File: config.mk
export PLATFORM = sky130hd
export DESIGN_NAME = http_request_line_parser_core
export DESIGN_NICKNAME = d
export VERILOG_FILES = /design/src/hrlp_pkg.sv /design/src/hrlp_method_class.sv /design/src/hrlp_fsm.sv /design/src/hrlp_out_stage.sv /design/src/http_request_line_parser_core.sv
export SDC_FILE = /design/constraint.sdc
export NUM_CORES = 1
export LEC_CHECK = 0
export CAP_MARGIN = 20
export CORE_UTILIZATION = 25
export CTS_CLUSTER_SIZE = 10
export DETAILED_ROUTE_END_ITERATION = 10
export DONT_BUFFER_PORTS = 1
export SYNTH_ARGS = -nofsm -noshare
export SYNTH_HDL_FRONTEND = slang
export SYNTH_SLANG_ARGS = --single-unit
File: constraint.sdc
create_clock -name clk -period 3.7 [get_ports clk]
set_input_delay 0.185 -clock clk [delete_from_list [all_inputs] [get_ports clk]]
set_output_delay 0.185 -clock clk [all_outputs]
set_load 0.05 [all_outputs]
File: src/hrlp_pkg.sv
// ----------------------------------------------------------------------------
// hrlp_pkg
// Shared constants, method name table and result type for the HTTP request
// line parser.
// ----------------------------------------------------------------------------
package hrlp_pkg;

    // Method letter store
    localparam int MAX_METHOD_LEN = 7;
    localparam int METHOD_W       = 8 * MAX_METHOD_LEN;
    localparam int LEN_W          = $clog2(MAX_METHOD_LEN + 2);
    localparam int NUM_METHODS    = 8;

    // Status codes
    localparam logic [1:0] STATUS_PROGRESS = 2'd0;
    localparam logic [1:0] STATUS_OK       = 2'd1;
    localparam logic [1:0] STATUS_INVALID  = 2'd2;

    // Method codes
    localparam logic [3:0] METHOD_GET     = 4'd0;
    localparam logic [3:0] METHOD_UNKNOWN = 4'd8;

    // Known method names, first letter in the low byte, zero padded
    localparam logic [63:0] METHOD_NAME [NUM_METHODS] = '{
        64'h0000_0000_0054_4547,   // GET
        64'h0000_0000_5453_4f50,   // POST
        64'h0000_0048_4354_4150,   // PATCH
        64'h0000_0000_0054_5550,   // PUT
        64'h0000_4554_454c_4544,   // DELETE
        64'h0054_4345_4e4e_4f43,   // CONNECT
        64'h0053_4e4f_4954_504f,   // OPTIONS
        64'h0000_0045_4341_5254    // TRACE
    };
    localparam int METHOD_LEN [NUM_METHODS] = '{3, 4, 5, 3, 6, 7, 7, 5};

    // Character codes
    localparam logic [7:0] CH_SPACE = 8'h20;
    localparam logic [7:0] CH_SLASH = 8'h2f;
    localparam logic [7:0] CH_DOT   = 8'h2e;
    localparam logic [7:0] CH_LF    = 8'h0a;
    localparam logic [7:0] CH_CR    = 8'h0d;
    localparam logic [7:0] CH_H     = 8'h48;
    localparam logic [7:0] CH_T     = 8'h54;
    localparam logic [7:0] CH_P     = 8'h50;
    localparam logic [7:0] CH_UPPER_LO = 8'h41;
    localparam logic [7:0] CH_UPPER_HI = 8'h5a;
    localparam logic [7:0] CH_DIGIT_LO = 8'h30;
    localparam logic [7:0] CH_DIGIT_HI = 8'h39;

    // One result item
    typedef struct packed {
        logic [1:0] status;
        logic [3:0] method_code;
        logic [3:0] major_version;
        logic [3:0] minor_version;
        logic       resource_valid;
        logic [7:0] resource_byte;
    } hrlp_result_t;

endpackage

File: src/hrlp_method_class.sv
// ----------------------------------------------------------------------------
// hrlp_method_class
// Matches the collected method letters against the known method names.
// ----------------------------------------------------------------------------
module hrlp_method_class (
    input  logic [hrlp_pkg::METHOD_W-1:0] method_chars,
    input  logic [hrlp_pkg::LEN_W-1:0]    method_len,
    output logic [3:0]                    method_code
);
    import hrlp_pkg::*;

    // Compare length and padded letters; unused bytes are always zero
    always_comb
    begin
        method_code = METHOD_UNKNOWN;
        for (int k = NUM_METHODS - 1; k >= 0; k--)
        begin
            if (METHOD_LEN[k] <= MAX_METHOD_LEN &&
                method_len == LEN_W'(METHOD_LEN[k]) &&
                method_chars == METHOD_NAME[k][METHOD_W-1:0])
            begin
                method_code = 4'(k);
            end
        end
    end

endmodule

File: src/hrlp_fsm.sv
// ----------------------------------------------------------------------------
// hrlp_fsm
// Character state machine: parser state, method letters, version digits and
// outcome, updated once for each accepted byte.
// ----------------------------------------------------------------------------
module hrlp_fsm (
    input  logic                  clk,
    input  logic                  rst_n,
    input  logic                  accept,
    input  logic [7:0]            ch,
    input  logic                  first,
    input  logic                  last,
    output hrlp_pkg::hrlp_result_t result
);
    import hrlp_pkg::*;

    typedef enum logic [13:0] {
        S_START          = 14'h0001,
        S_LETTERS        = 14'h0002,
        S_SP_BEFORE_RES  = 14'h0004,
        S_PATH           = 14'h0008,
        S_SP_AFTER_RES   = 14'h0010,
        S_H              = 14'h0020,
        S_HT             = 14'h0040,
        S_HTT            = 14'h0080,
        S_HTTP           = 14'h0100,
        S_MAJOR          = 14'h0200,
        S_MAJOR_SEEN     = 14'h0400,
        S_MINOR          = 14'h0800,
        S_SP_AFTER_VER   = 14'h1000,
        S_CR_SEEN        = 14'h2000
    } parse_state_t;

    parse_state_t          state_reg, state_next, state_eff;
    logic [METHOD_W-1:0]   chars_reg, chars_next, chars_eff;
    logic [LEN_W-1:0]      len_reg, len_next, len_eff;
    logic [3:0]            class_reg, class_next, class_eff;
    logic [3:0]            major_reg, major_next, major_eff;
    logic [3:0]            minor_reg, minor_next, minor_eff;
    logic [1:0]            outcome_reg, outcome_next, outcome_eff;
    logic [3:0]            class_found;
    logic                  is_upper, is_digit;
    logic                  bad, done, res_valid;

    // Classify the letters held so far
    hrlp_method_class u_class (
        .method_chars (chars_reg),
        .method_len   (len_reg),
        .method_code  (class_found)
    );

    assign is_upper = (ch >= CH_UPPER_LO) && (ch <= CH_UPPER_HI);
    assign is_digit = (ch >= CH_DIGIT_LO) && (ch <= CH_DIGIT_HI);

    // Drop held state when a new line starts
    always_comb
    begin
        if (first)
        begin
            state_eff   = S_START;
            chars_eff   = '0;
            len_eff     = '0;
            class_eff   = METHOD_UNKNOWN;
            major_eff   = '0;
            minor_eff   = '0;
            outcome_eff = STATUS_PROGRESS;
        end
        else
        begin
            state_eff   = state_reg;
            chars_eff   = chars_reg;
            len_eff     = len_reg;
            class_eff   = class_reg;
            major_eff   = major_reg;
            minor_eff   = minor_reg;
            outcome_eff = outcome_reg;
        end
    end

    // Advance the state machine by one byte
    always_comb
    begin
        state_next   = state_eff;
        chars_next   = chars_eff;
        len_next     = len_eff;
        class_next   = class_eff;
        major_next   = major_eff;
        minor_next   = minor_eff;
        outcome_next = outcome_eff;
        bad          = 1'b0;
        done         = 1'b0;
        res_valid    = 1'b0;

        if (outcome_eff == STATUS_PROGRESS)
        begin
            unique case (state_eff)
                S_START, S_LETTERS:
                begin
                    if (state_eff == S_LETTERS && ch == CH_SPACE)
                    begin
                        class_next = class_found;
                        state_next = S_SP_BEFORE_RES;
                    end
                    else if (!is_upper)
                    begin
                        bad = 1'b1;
                    end
                    else
                    begin
                        state_next = S_LETTERS;
                        if (len_eff < LEN_W'(MAX_METHOD_LEN))
                        begin
                            for (int i = 0; i < MAX_METHOD_LEN; i++)
                            begin
                                if (len_eff == LEN_W'(i))
                                    chars_next[8*i +: 8] = ch;
                            end
                            len_next = len_eff + LEN_W'(1);
                        end
                        else
                        begin
                            // mark the method as overlong
                            len_next = LEN_W'(MAX_METHOD_LEN + 1);
                        end
                    end
                end
                S_SP_BEFORE_RES:
                begin
                    if (ch != CH_SLASH)
                        bad = 1'b1;
                    else
                    begin
                        res_valid  = 1'b1;
                        state_next = S_PATH;
                    end
                end
                S_PATH:
                begin
                    if (ch == CH_SPACE)
                        state_next = S_SP_AFTER_RES;
                    else
                        res_valid = 1'b1;
                end
                S_SP_AFTER_RES:
                begin
                    if (ch == CH_H) state_next = S_H; else bad = 1'b1;
                end
                S_H:
                begin
                    if (ch == CH_T) state_next = S_HT; else bad = 1'b1;
                end
                S_HT:
                begin
                    if (ch == CH_T) state_next = S_HTT; else bad = 1'b1;
                end
                S_HTT:
                begin
                    if (ch == CH_P) state_next = S_HTTP; else bad = 1'b1;
                end
                S_HTTP:
                begin
                    if (ch == CH_SLASH) state_next = S_MAJOR; else bad = 1'b1;
                end
                S_MAJOR:
                begin
                    if (!is_digit)
                        bad = 1'b1;
                    else
                    begin
                        major_next = ch[3:0];
                        state_next = S_MAJOR_SEEN;
                    end
                end
                S_MAJOR_SEEN:
                begin
                    if (ch == CH_SPACE)      state_next = S_SP_AFTER_VER;
                    else if (ch == CH_LF)    done = 1'b1;
                    else if (ch == CH_CR)    state_next = S_CR_SEEN;
                    else if (ch == CH_DOT)   state_next = S_MINOR;
                    else                     bad = 1'b1;
                end
                S_MINOR:
                begin
                    if (ch == CH_SPACE)      state_next = S_SP_AFTER_VER;
                    else if (ch == CH_CR)    state_next = S_CR_SEEN;
                    else if (ch == CH_LF)    done = 1'b1;
                    else if (is_digit)       minor_next = ch[3:0];
                    else                     bad = 1'b1;
                end
                S_SP_AFTER_VER:
                begin
                    if (ch == CH_LF)         done = 1'b1;
                    else if (ch != CH_SPACE) bad = 1'b1;
                end
                S_CR_SEEN:
                begin
                    if (ch == CH_LF) done = 1'b1; else bad = 1'b1;
                end
                default:
                begin
                    bad = 1'b1;
                end
            endcase

            if (bad)
            begin
                outcome_next = STATUS_INVALID;
                res_valid    = 1'b0;
            end
            else if (done || last)
            begin
                outcome_next = STATUS_OK;
            end
        end
    end

    // Build the result for this byte
    always_comb
    begin
        result.status         = outcome_next;
        result.method_code    = class_next;
        result.major_version  = major_next;
        result.minor_version  = minor_next;
        result.resource_valid = res_valid;
        result.resource_byte  = res_valid ? ch : 8'h00;
    end

    // Hold state between transfers
    always_ff @(posedge clk or negedge rst_n)
    begin
        if (!rst_n)
        begin
            state_reg   <= S_START;
            chars_reg   <= '0;
            len_reg     <= '0;
            class_reg   <= METHOD_UNKNOWN;
            major_reg   <= '0;
            minor_reg   <= '0;
            outcome_reg <= STATUS_PROGRESS;
        end
        else if (accept)
        begin
            state_reg   <= state_next;
            chars_reg   <= chars_next;
            len_reg     <= len_next;
            class_reg   <= class_next;
            major_reg   <= major_next;
            minor_reg   <= minor_next;
            outcome_reg <= outcome_next;
        end
    end

`ifndef NO_ASSERTIONS
    // A final result freezes the parser until a new line starts
    a_final_holds: assert property (@(posedge clk) disable iff (!rst_n)
        accept && !first && outcome_reg != STATUS_PROGRESS
        |=> $stable(outcome_reg) && $stable(state_reg) && $stable(class_reg))
        else $error("parser state moved after a final result");

    // A resource byte is never reported with an invalid status
    a_res_progress: assert property (@(posedge clk) disable iff (!rst_n)
        result.resource_valid |-> result.status != STATUS_INVALID)
        else $error("resource byte with an invalid status");

    // A new line holds at most one method letter after its first byte
    a_first_len: assert property (@(posedge clk) disable iff (!rst_n)
        accept && first |=> len_reg <= LEN_W'(1))
        else $error("method letters survived a new line");

    // The method is classified only after leaving the method letters
    a_class_late: assert property (@(posedge clk) disable iff (!rst_n)
        class_reg != METHOD_UNKNOWN |-> state_reg != S_START && state_reg != S_LETTERS)
        else $error("method classified too early");
`endif

endmodule

File: src/hrlp_out_stage.sv
// ----------------------------------------------------------------------------
// hrlp_out_stage
// Result register with valid/ready handshake; takes a new result in the same
// cycle the held one transfers.
// ----------------------------------------------------------------------------
module hrlp_out_stage (
    input  logic                   clk,
    input  logic                   rst_n,
    input  logic                   req_valid,
    output logic                   req_ready,
    input  hrlp_pkg::hrlp_result_t result_in,
    output logic                   res_valid,
    input  logic                   res_ready,
    output hrlp_pkg::hrlp_result_t result_out
);
    import hrlp_pkg::*;

    logic         valid_reg;
    hrlp_result_t data_reg;

    // Accept while empty or while the held result leaves
    assign req_ready = !valid_reg || res_ready;

    always_ff @(posedge clk or negedge rst_n)
    begin
        if (!rst_n)
            valid_reg <= 1'b0;
        else if (req_ready)
            valid_reg <= req_valid;
    end

    // Load the payload on every input transfer
    always_ff @(posedge clk)
    begin
        if (req_valid && req_ready)
            data_reg <= result_in;
    end

    assign res_valid  = valid_reg;
    assign result_out = data_reg;

endmodule

File: src/http_request_line_parser_core.sv
// ----------------------------------------------------------------------------
// http_request_line_parser_core
// HTTP request line parser: one byte in, one status result out per byte.
// ----------------------------------------------------------------------------
//  channel | handshake             | payload
//  --------+-----------------------+-----------------------------------------
//  request | req_valid / req_ready | ch, first, last
//  result  | res_valid / res_ready | status, method_code, major_version,
//          |                       | minor_version, resource_valid,
//          |                       | resource_byte
//
// One byte per cycle while the result register can take it; each result is
// registered there and appears in the cycle after its byte transfers.
// Reset puts the parser in its start state with an empty result register.
// A stalled result holds in the result register; a new byte is taken in the
// same cycle the held result transfers.
// ----------------------------------------------------------------------------
module http_request_line_parser_core (
    input  logic       clk,
    input  logic       rst_n,
    input  logic       req_valid,
    output logic       req_ready,
    input  logic [7:0] ch,
    input  logic       first,
    input  logic       last,
    output logic       res_valid,
    input  logic       res_ready,
    output logic [1:0] status,
    output logic [3:0] method_code,
    output logic [3:0] major_version,
    output logic [3:0] minor_version,
    output logic       resource_valid,
    output logic [7:0] resource_byte
);
    import hrlp_pkg::*;

    hrlp_result_t result_d, result_q;
    logic         accept;

    assign accept = req_valid && req_ready;

    // Parse one byte per transfer
    hrlp_fsm u_fsm (
        .clk    (clk),
        .rst_n  (rst_n),
        .accept (accept),
        .ch     (ch),
        .first  (first),
        .last   (last),
        .result (result_d)
    );

    // Register the result toward the consumer
    hrlp_out_stage u_out (
        .clk        (clk),
        .rst_n      (rst_n),
        .req_valid  (req_valid),
        .req_ready  (req_ready),
        .result_in  (result_d),
        .res_valid  (res_valid),
        .res_ready  (res_ready),
        .result_out (result_q)
    );

    assign status         = result_q.status;
    assign method_code    = result_q.method_code;
    assign major_version  = result_q.major_version;
    assign minor_version  = result_q.minor_version;
    assign resource_valid = result_q.resource_valid;
    assign resource_byte  = result_q.resource_byte;

endmodule

==> results of run 1 <==
cell type report:
cell class / instances / area share, %
Sequential cell: 112 / 39.9
Timing Repair Buffer: 20 / 2.60
Inverter: 7 / 0.359
Tap cell: 335 / 5.72
Clock inverter: 7 / 1.13
Multi-Input combinational cell: 574 / 47.3
Clock buffer: 9 / 3.07
cells in the mapped netlist, types with 10 or more instances:
master,instances,share of area (%)
a21oi_1,10,0.76
and2_1,15,1.4
and3_1,15,1.4
clkbuf_1,28,1.6
dfrtp_1,87,33
edfxtp_1,23,10
nand2_1,130,7.4
nand2b_1,26,2.5
nand3_1,35,2.7
nand4_1,19,1.8
nor2_1,33,1.9
nor2b_1,10,0.95
nor3_1,31,2.4
nor4_1,26,2.5
o21ai_0,22,1.7
o21ai_1,26,2.0
or3_1,10,0.95
or4_1,16,1.8
worst min-delay path by stage:
stage	start	endpoint	slack [ns]	cells past startpoint
floorplan	rst_n	u_fsm.chars_reg[0]$_DFFE_PN0P_	-0.11	0
global placement	rst_n	u_fsm.state_reg[6]$_DFFE_PN0P_	-0.1	0
detailed placement	rst_n	u_fsm.chars_reg[14]$_DFFE_PN0P_	-0.1	0
CTS	ch[6]	u_out.result_out[6]$_SDFFCE_PN0P_	0.008	1
global route	ch[7]	u_out.result_out[7]$_SDFFCE_PN0P_	0.008	1
finish	ch[7]	u_out.result_out[7]$_SDFFCE_PN0P_	0.02	1
power groups by stage:
stage / combinational, uW / sequential [uW] / clock [uW]
floorplan: 287 / 1400 / 0
global placement: 347 / 1420 / 0
detailed placement: 340 / 1420 / 0
CTS: 384 / 1390 / 1040
global route: 423 / 1400 / 1080
finish: 388 / 1390 / 1010
metrics by stage:
stage / util (%) / instance area (um^2) / cells / worst slack (ns) / total power [uW]
2_1_floorplan: - / 6590 / 735 / 0.862 / 1690
3_3_place_gp: 26.6 / 6910 / 1039 / 0.753 / 1760
3_5_place_dp: 26.6 / 6910 / 1039 / 0.748 / 1760
4_1_cts: 28.2 / 7330 / 1064 / 0.747 / 2820
5_1_grt: 28.2 / 7330 / 1064 / 0.393 / 2900
6_report: 28.2 / 7330 / 1064 / 0.716 / 2790
worst max-delay path, cell delays in order, from the launching register on:
cell     delay [ns]
dfrtp_1        0.51
nor4_2         0.67
a41oi_1        0.30
a21oi_1        0.21
and3_1         0.51
nand4_1        0.38
and3_1         0.31
logic make-up after synthesis:
family,after synthesis
AO/OA/AOI/OAI,128
XOR/XNOR,6
adder cells (fa/ha/maj),4
buffers and inverters,49
flip-flops,112
multiplexers,7
AND/OR/NAND/NOR,429
metal layers:
layer  GRT usage, %  vias up  wire [um]
li1               -     2719          -
met1           20.7     2726       8860
met2           23.2      217       8960
met3           2.31       16       1230
met4           4.55        0        327
met5              0        -          0
timing repair:
item / 4_1_cts / 5_1_grt
resized for setup: 0 / 0
hold endpoints to repair: 129 / 0
setup endpoints to repair: 0 / 0
hold buffers: 9 / 0
cell usage in the layout, fill, tap and decap left out, types with 5 or more instances in the layout:
cell           count
nand2_1          130
dfrtp_1           87
nand3_1           35
nor2_1            33
nor3_1            31
nand2b_1          26
nor4_1            26
o21ai_1           26
edfxtp_1          23
o21ai_0           22
nand4_1           19
or4_1             16
and2_1            15
and3_1            15
buf_4             11
a21oi_1           10
or3_1             10
nor2b_1           10
clkbuf_16          9
a31oi_1            8
a21o_1             8
dlygate4sd3_1      8
o211ai_1           7
and4_1             7
nor3b_1            7
mux2_2             7
inv_1              6
nor4b_1            6
o31ai_1            5
a211oi_1           5
nand4b_1           5
nor4bb_1           5
a22o_1             5
==> flow_summary.yaml, run 1 <==
outcome:
  status: "completed"
cts:
  cts_buffer_depth: 2
  clk_pin_slew_worst_paths_ns: 0.08
  insertion_delay_ns: 0.37
  htreeDepth: 3
  post_cts_buffers: 0
  numCtsBuffers: 9
  clock_sinks: 112
  cts_tree: "yes"
  clockRootBuffer: "clkbuf_16"
layout:
  fin_nets: 742
  ff_latch_area_um2: 2920
  antennaDiodeCount: 0
  largest_register_ff_count: 56
  drive_gt1_share_pct: 8.37
  syn2layout_area_growth_pct: 11.1
  multi_input_area_um2: 3460
  fill_cells: 2772
worst_setup_path:
  path_class: "reg -> reg"
  r2r_setup_slack_ns: 0.72
  ff2ff_path_depth: 6
  critPathArrivalTime_ns: 3.24
  critPathLaunchType: "flip-flop"
  critical_path.endpoint_type: "flip-flop"
  crit_path_max_fanout: 16
  rr_startpoint: "u_fsm.state_reg[5]$_DFFE_PN0P_"
  cp-startpoint: "u_fsm.state_reg[5]$_DFFE_PN0P_"
  reg2reg_to: "u_fsm.chars_reg[37]$_DFFE_PN0P_"
  crit_end: "u_fsm.chars_reg[37]$_DFFE_PN0P_"
  cp.required_ns: 3.95
pwr:
  ir_drop_v: 0.000218
  power.density_nw_per_um2: 380
  sequentialPowerShare_pct: 49.9
  p_switching_uw: 852
  swShare_pct: 30.6
  clkPwrFrac_pct: 36.2
  p_comb_share_pct: 13.9
  p_leak_uw: 0.00297
  internal_power_uw: 1930
sta:
  worstMarginPinSlew_ns: 0.827
  finalHoldViolCount: 0
  relSlewSlack_pct: 44.1
  finClkSkew_ns: 0.0155
  fin_crit_ns: 2.98
  timing.fmax_ghz: 0.335
  holdWs_ns: 0.0202
  report.final.slew_viol_count: 0
  rsz0062_at_grt: "no"
  setup_tns_ns: 0
  period_share_pct: 80.6
  setup_viol: 0
die:
  core_area_um2: 26000
  start_util_pct: 25.4
  io_pins: 39
  num_rows: 59
  die-area_um2: 27000
  die_w_um: 164
  die_y_um: 164
global_routing:
  grt_pass1_wl_um: 30600
  grt_start_max_net_pins: 90
  grt.total_usage_pct: 14.8
  overflow: 0
  grt_pass1_vias: 5246
  grt_antenna_before_repair: 0
synth:
  synth_xor_area_share_pct: 0.797
  synth_compound_area_share_pct: 13.0
  ys_warn_count: 0
  syn_nets: 753
  synth_mux_area_share_pct: 1.20
  synth-simple-area-share_pct: 36.8
  synth-edff-count: 23
  synth.distinct_cells: 76
  synth.ff_latch_count: 112
  synthCells: 735
  avgSynthCellArea_um2: 8.97
  async_flop_share_pct: 79.5
  syn_area_um2: 6590
  synth_top_family_by_area: "simple AND/OR/NAND/NOR gates"
  synth_flop_cell: "dfrtp_1"
  ys_seq_area_share_pct: 44.3
  synth-adder-area-share_pct: 0.759
routing:
  drcViolationCount: 0
  dr.pass1.iters: 5
  via_per_inst: 5.34
  wirelength_um: 19400
  via_count: 5678
  ant_nets: 0
  first_iter_violations: 548
  post_drt_wl_per_cell_um: 18.2
placement:
  dp_hpwl_um: 13400
  io_buffers: 0
  gp_congestion: 0.939
job:
  max_cap_viol_count: 0
worst_hold_path:
  hold_path.class: "in -> reg"
Power figures use the tool's default switching activity.
==> run 2: changes to the inputs <==
--- a/config.mk
+++ b/config.mk
@@ -5,6 +5,7 @@
 export SDC_FILE = /design/constraint.sdc
 export NUM_CORES = 1
 export LEC_CHECK = 0
+export ABC_AREA = 1
 export CAP_MARGIN = 20
 export CORE_UTILIZATION = 25
 export CTS_CLUSTER_SIZE = 10
==> constraint.sdc (replaced) <==
create_clock -name clk -period 2.8 [get_ports clk]
set_input_delay 0.14 -clock clk [delete_from_list [all_inputs] [get_ports clk]]
set_output_delay 0.14 -clock clk [all_outputs]
set_load 0.05 [all_outputs]
==> flow_summary.yaml, run 2 <==
outcome:
  status: "completed"
routing:
  via_per_inst: 5.01
  ant_nets: 0
  post_drt_wl_per_cell_um: 16.3
  drcViolationCount: 0
  wirelength_um: 25500
  first_iter_violations: 935
  dr.pass1.iters: 7
  via_count: 7805
synth:
  synth_flop_cell: "dfrtp_1"
  synth.distinct_cells: 41
  ys_seq_area_share_pct: 37.5
  avgSynthCellArea_um2: 6.67
  syn_area_um2: 7790
  synthCells: 1167
  synthTopCellsByCount: "337 x nand2_1, 133 x nor2_1, 130 x inv_1"
  synth.ff_latch_count: 112
  synth_area_leaders: "dfrtp_1 28%, nand2_1 16%, edfxtp_1 8.9%, nand3_1 6.5%, nor2_1 6.4%"
  yosys.area.top_type: "dfrtp_1"
  yosysMostFrequentCell: "nand2_1"
  syn_nets: 1185
  async_flop_share_pct: 79.5
  ys_warn_count: 0
  synth_top_cell_area_share_pct: 28.0
  synth-edff-count: 23
layout:
  drive_gt1_share_pct: 7.14
  mostFrequentLayoutCells: "336 x nand2_1, 133 x nor2_1, 130 x inv_1"
  ff_latch_area_um2: 2920
  syn2layout_area_growth_pct: 10.1
  fin_util_pct: 28.0
  fin_nets: 1175
  multi_input_area_um2: 4120
  fin_cells: 1559
  fill_cells: 3378
  largest_register_ff_count: 56
  mostFrequentLayoutCell: "nand2_1"
pwr:
  power.density_nw_per_um2: 454
  ir_drop_v: 0.000265
  power.total_uw: 3890
  p_leak_uw: 0.00398
die:
  die-area_um2: 31900
  start_util_pct: 25.5
  die_y_um: 178
  core_area_um2: 30600
  num_rows: 64
  die_w_um: 178
  io_pins: 39
worst_setup_path:
  crit_path_top_delay_cell: "dfrtp_1"
  crit_chain: "o21ai_2, nand3_2, nor2_2, nand2_2, nor2_4, nand2_2, nor2_8, nand2_1, inv_1, nand2_1, nand3_1, o21ai_0"
  cp.required_ns: 3.04
  critical_path.endpoint_type: "flip-flop"
  rr_startpoint: "u_fsm.state_reg[10]$_DFFE_PN0P_"
  crit_family: "simple AND/OR/NAND/NOR gates"
  worst-path-stages: 12
  crit_path_max_fanout: 16
  cp_num_buf_inv: 1
  critPathArrivalTime_ns: 2.74
  ff2ff_path_depth: 12
  critPathLaunchType: "flip-flop"
  slowest_delay_ns: 0.44
  path_class: "reg -> reg"
  cp-startpoint: "u_fsm.state_reg[10]$_DFFE_PN0P_"
job:
  max_cap_viol_count: 0
global_routing:
  grt_start_max_net_pins: 90
  grt.total_usage_pct: 16.4
  grt_antenna_before_repair: 0
  grt_pass1_vias: 7063
  grt_pass1_wl_um: 40400
  overflow: 0
cts:
  numCtsBuffers: 9
  htreeDepth: 3
  cts_buffer_depth: 2
  cts_resized: 0
  clockRootBuffer: "clkbuf_16"
  cts_tree: "yes"
  clk_pin_slew_worst_paths_ns: 0.08
  clock_sinks: 112
  post_cts_buffers: 0
  insertion_delay_ns: 0.37
sta:
  finClkSkew_ns: 0.0146
  setup_viol: 0
  period_share_pct: 89.3
  rsz0062_at_grt: "no"
  fin_crit_ns: 2.50
  report.final.slew_viol_count: 0
  finalHoldViolCount: 0
  worstMarginPinSlew_ns: 0.647
  relSlewSlack_pct: 56.9
  setup_tns_ns: 0
  timing.fmax_ghz: 0.400
worst_hold_path:
  hold_depth: 3
  hold_path.class: "in -> reg"
  min-delay-start: "first"
placement:
  dp_hpwl_um: 17900
  dp.cells: 1533
  io_buffers: 0
  gp_congestion: 0.930
==> run 2: metrics by stage <==
stage	area, um^2	worst slack [ns]	hold WS (ns)
after floorplan	7790	0.224	-0.156
after detailed placement	8170	0.351	-0.151
after global routing	8570	0.0160	0.0425
after global placement	8170	0.414	-0.151
after CTS	8570	0.332	0.000799
final	8570	0.300	0.0292
==> run 2: cell type report <==
type                       instances  share of cell area [%]
clock buffer                      10                    2.67
multi-input combinational        872                    48.0
sequential                       112                    34.1
inverter                         141                    6.26
antenna                            1                  0.0292
tap                              396                    5.78
clock inverter                     6                   0.686
timing repair buffer              21                    2.45
==> run 2: worst register-to-register path: cells and delay by family (launching register included) <==
kind | cells | cell delay, ns
flops | 1 | 0.44
compound gates | 2 | 0.42
buf+inv | 1 | 0.19
simple gates | 9 | 1.34
==> run 2: kinds of logic (layout without fill, tap and decap cells) <==
group           Yosys count  after routing  share of synthesized area [%]
compound gates          152            152                           11.0
fa+ha+maj                 4              4                          0.643
buf+inv                 183            178                           9.64
flops                   112            112                           37.5
other cells               0              1                              0
simple gates            716            716                           41.2
==> run 2: where the power goes <==
part           leakage [uW]  switching, uW  internal [uW]  total [uW]
clock              0.000142            699            628        1330
sequential          0.00145            125           1740        1860
combinational       0.00240            530            167         697
total               0.00398           1350           2530        3890
==> run 2: routing by layer <==
metal | part of all wire (%) | vias to the layer above | GRT usage (%)
met5 | 0 | - | 0
met4 | 1.2 | 0 | 3.50
met3 | 6.8 | 24 | 2.45
met2 | 45 | 303 | 25.4
met1 | 47 | 3649 | 23.8
li1 | - | 3829 | -
==> run 2: timing repair <==
item,in CTS,in global routing
hold endpoints to repair,112,0
hold buffers,9,0
setup endpoints to repair,0,0
==> run 2: worst paths after layout <==
check | end | slack (ns)
worst max-delay path | u_fsm.chars_reg[1]$_DFFE_PN0P_ | 0.30
worst min-delay path | u_fsm.chars_reg[33]$_DFFE_PN0P_ | 0.03
worst max register to register | u_fsm.chars_reg[1]$_DFFE_PN0P_ | 0.30
worst min register to register | u_fsm.class_reg[3]$_DFFE_PN1P_ | 0.47
max in group asynchronous | u_fsm.chars_reg[18]$_DFFE_PN0P_ | 1.92
min in group asynchronous | u_fsm.state_reg[12]$_DFFE_PN0P_ | 0.29
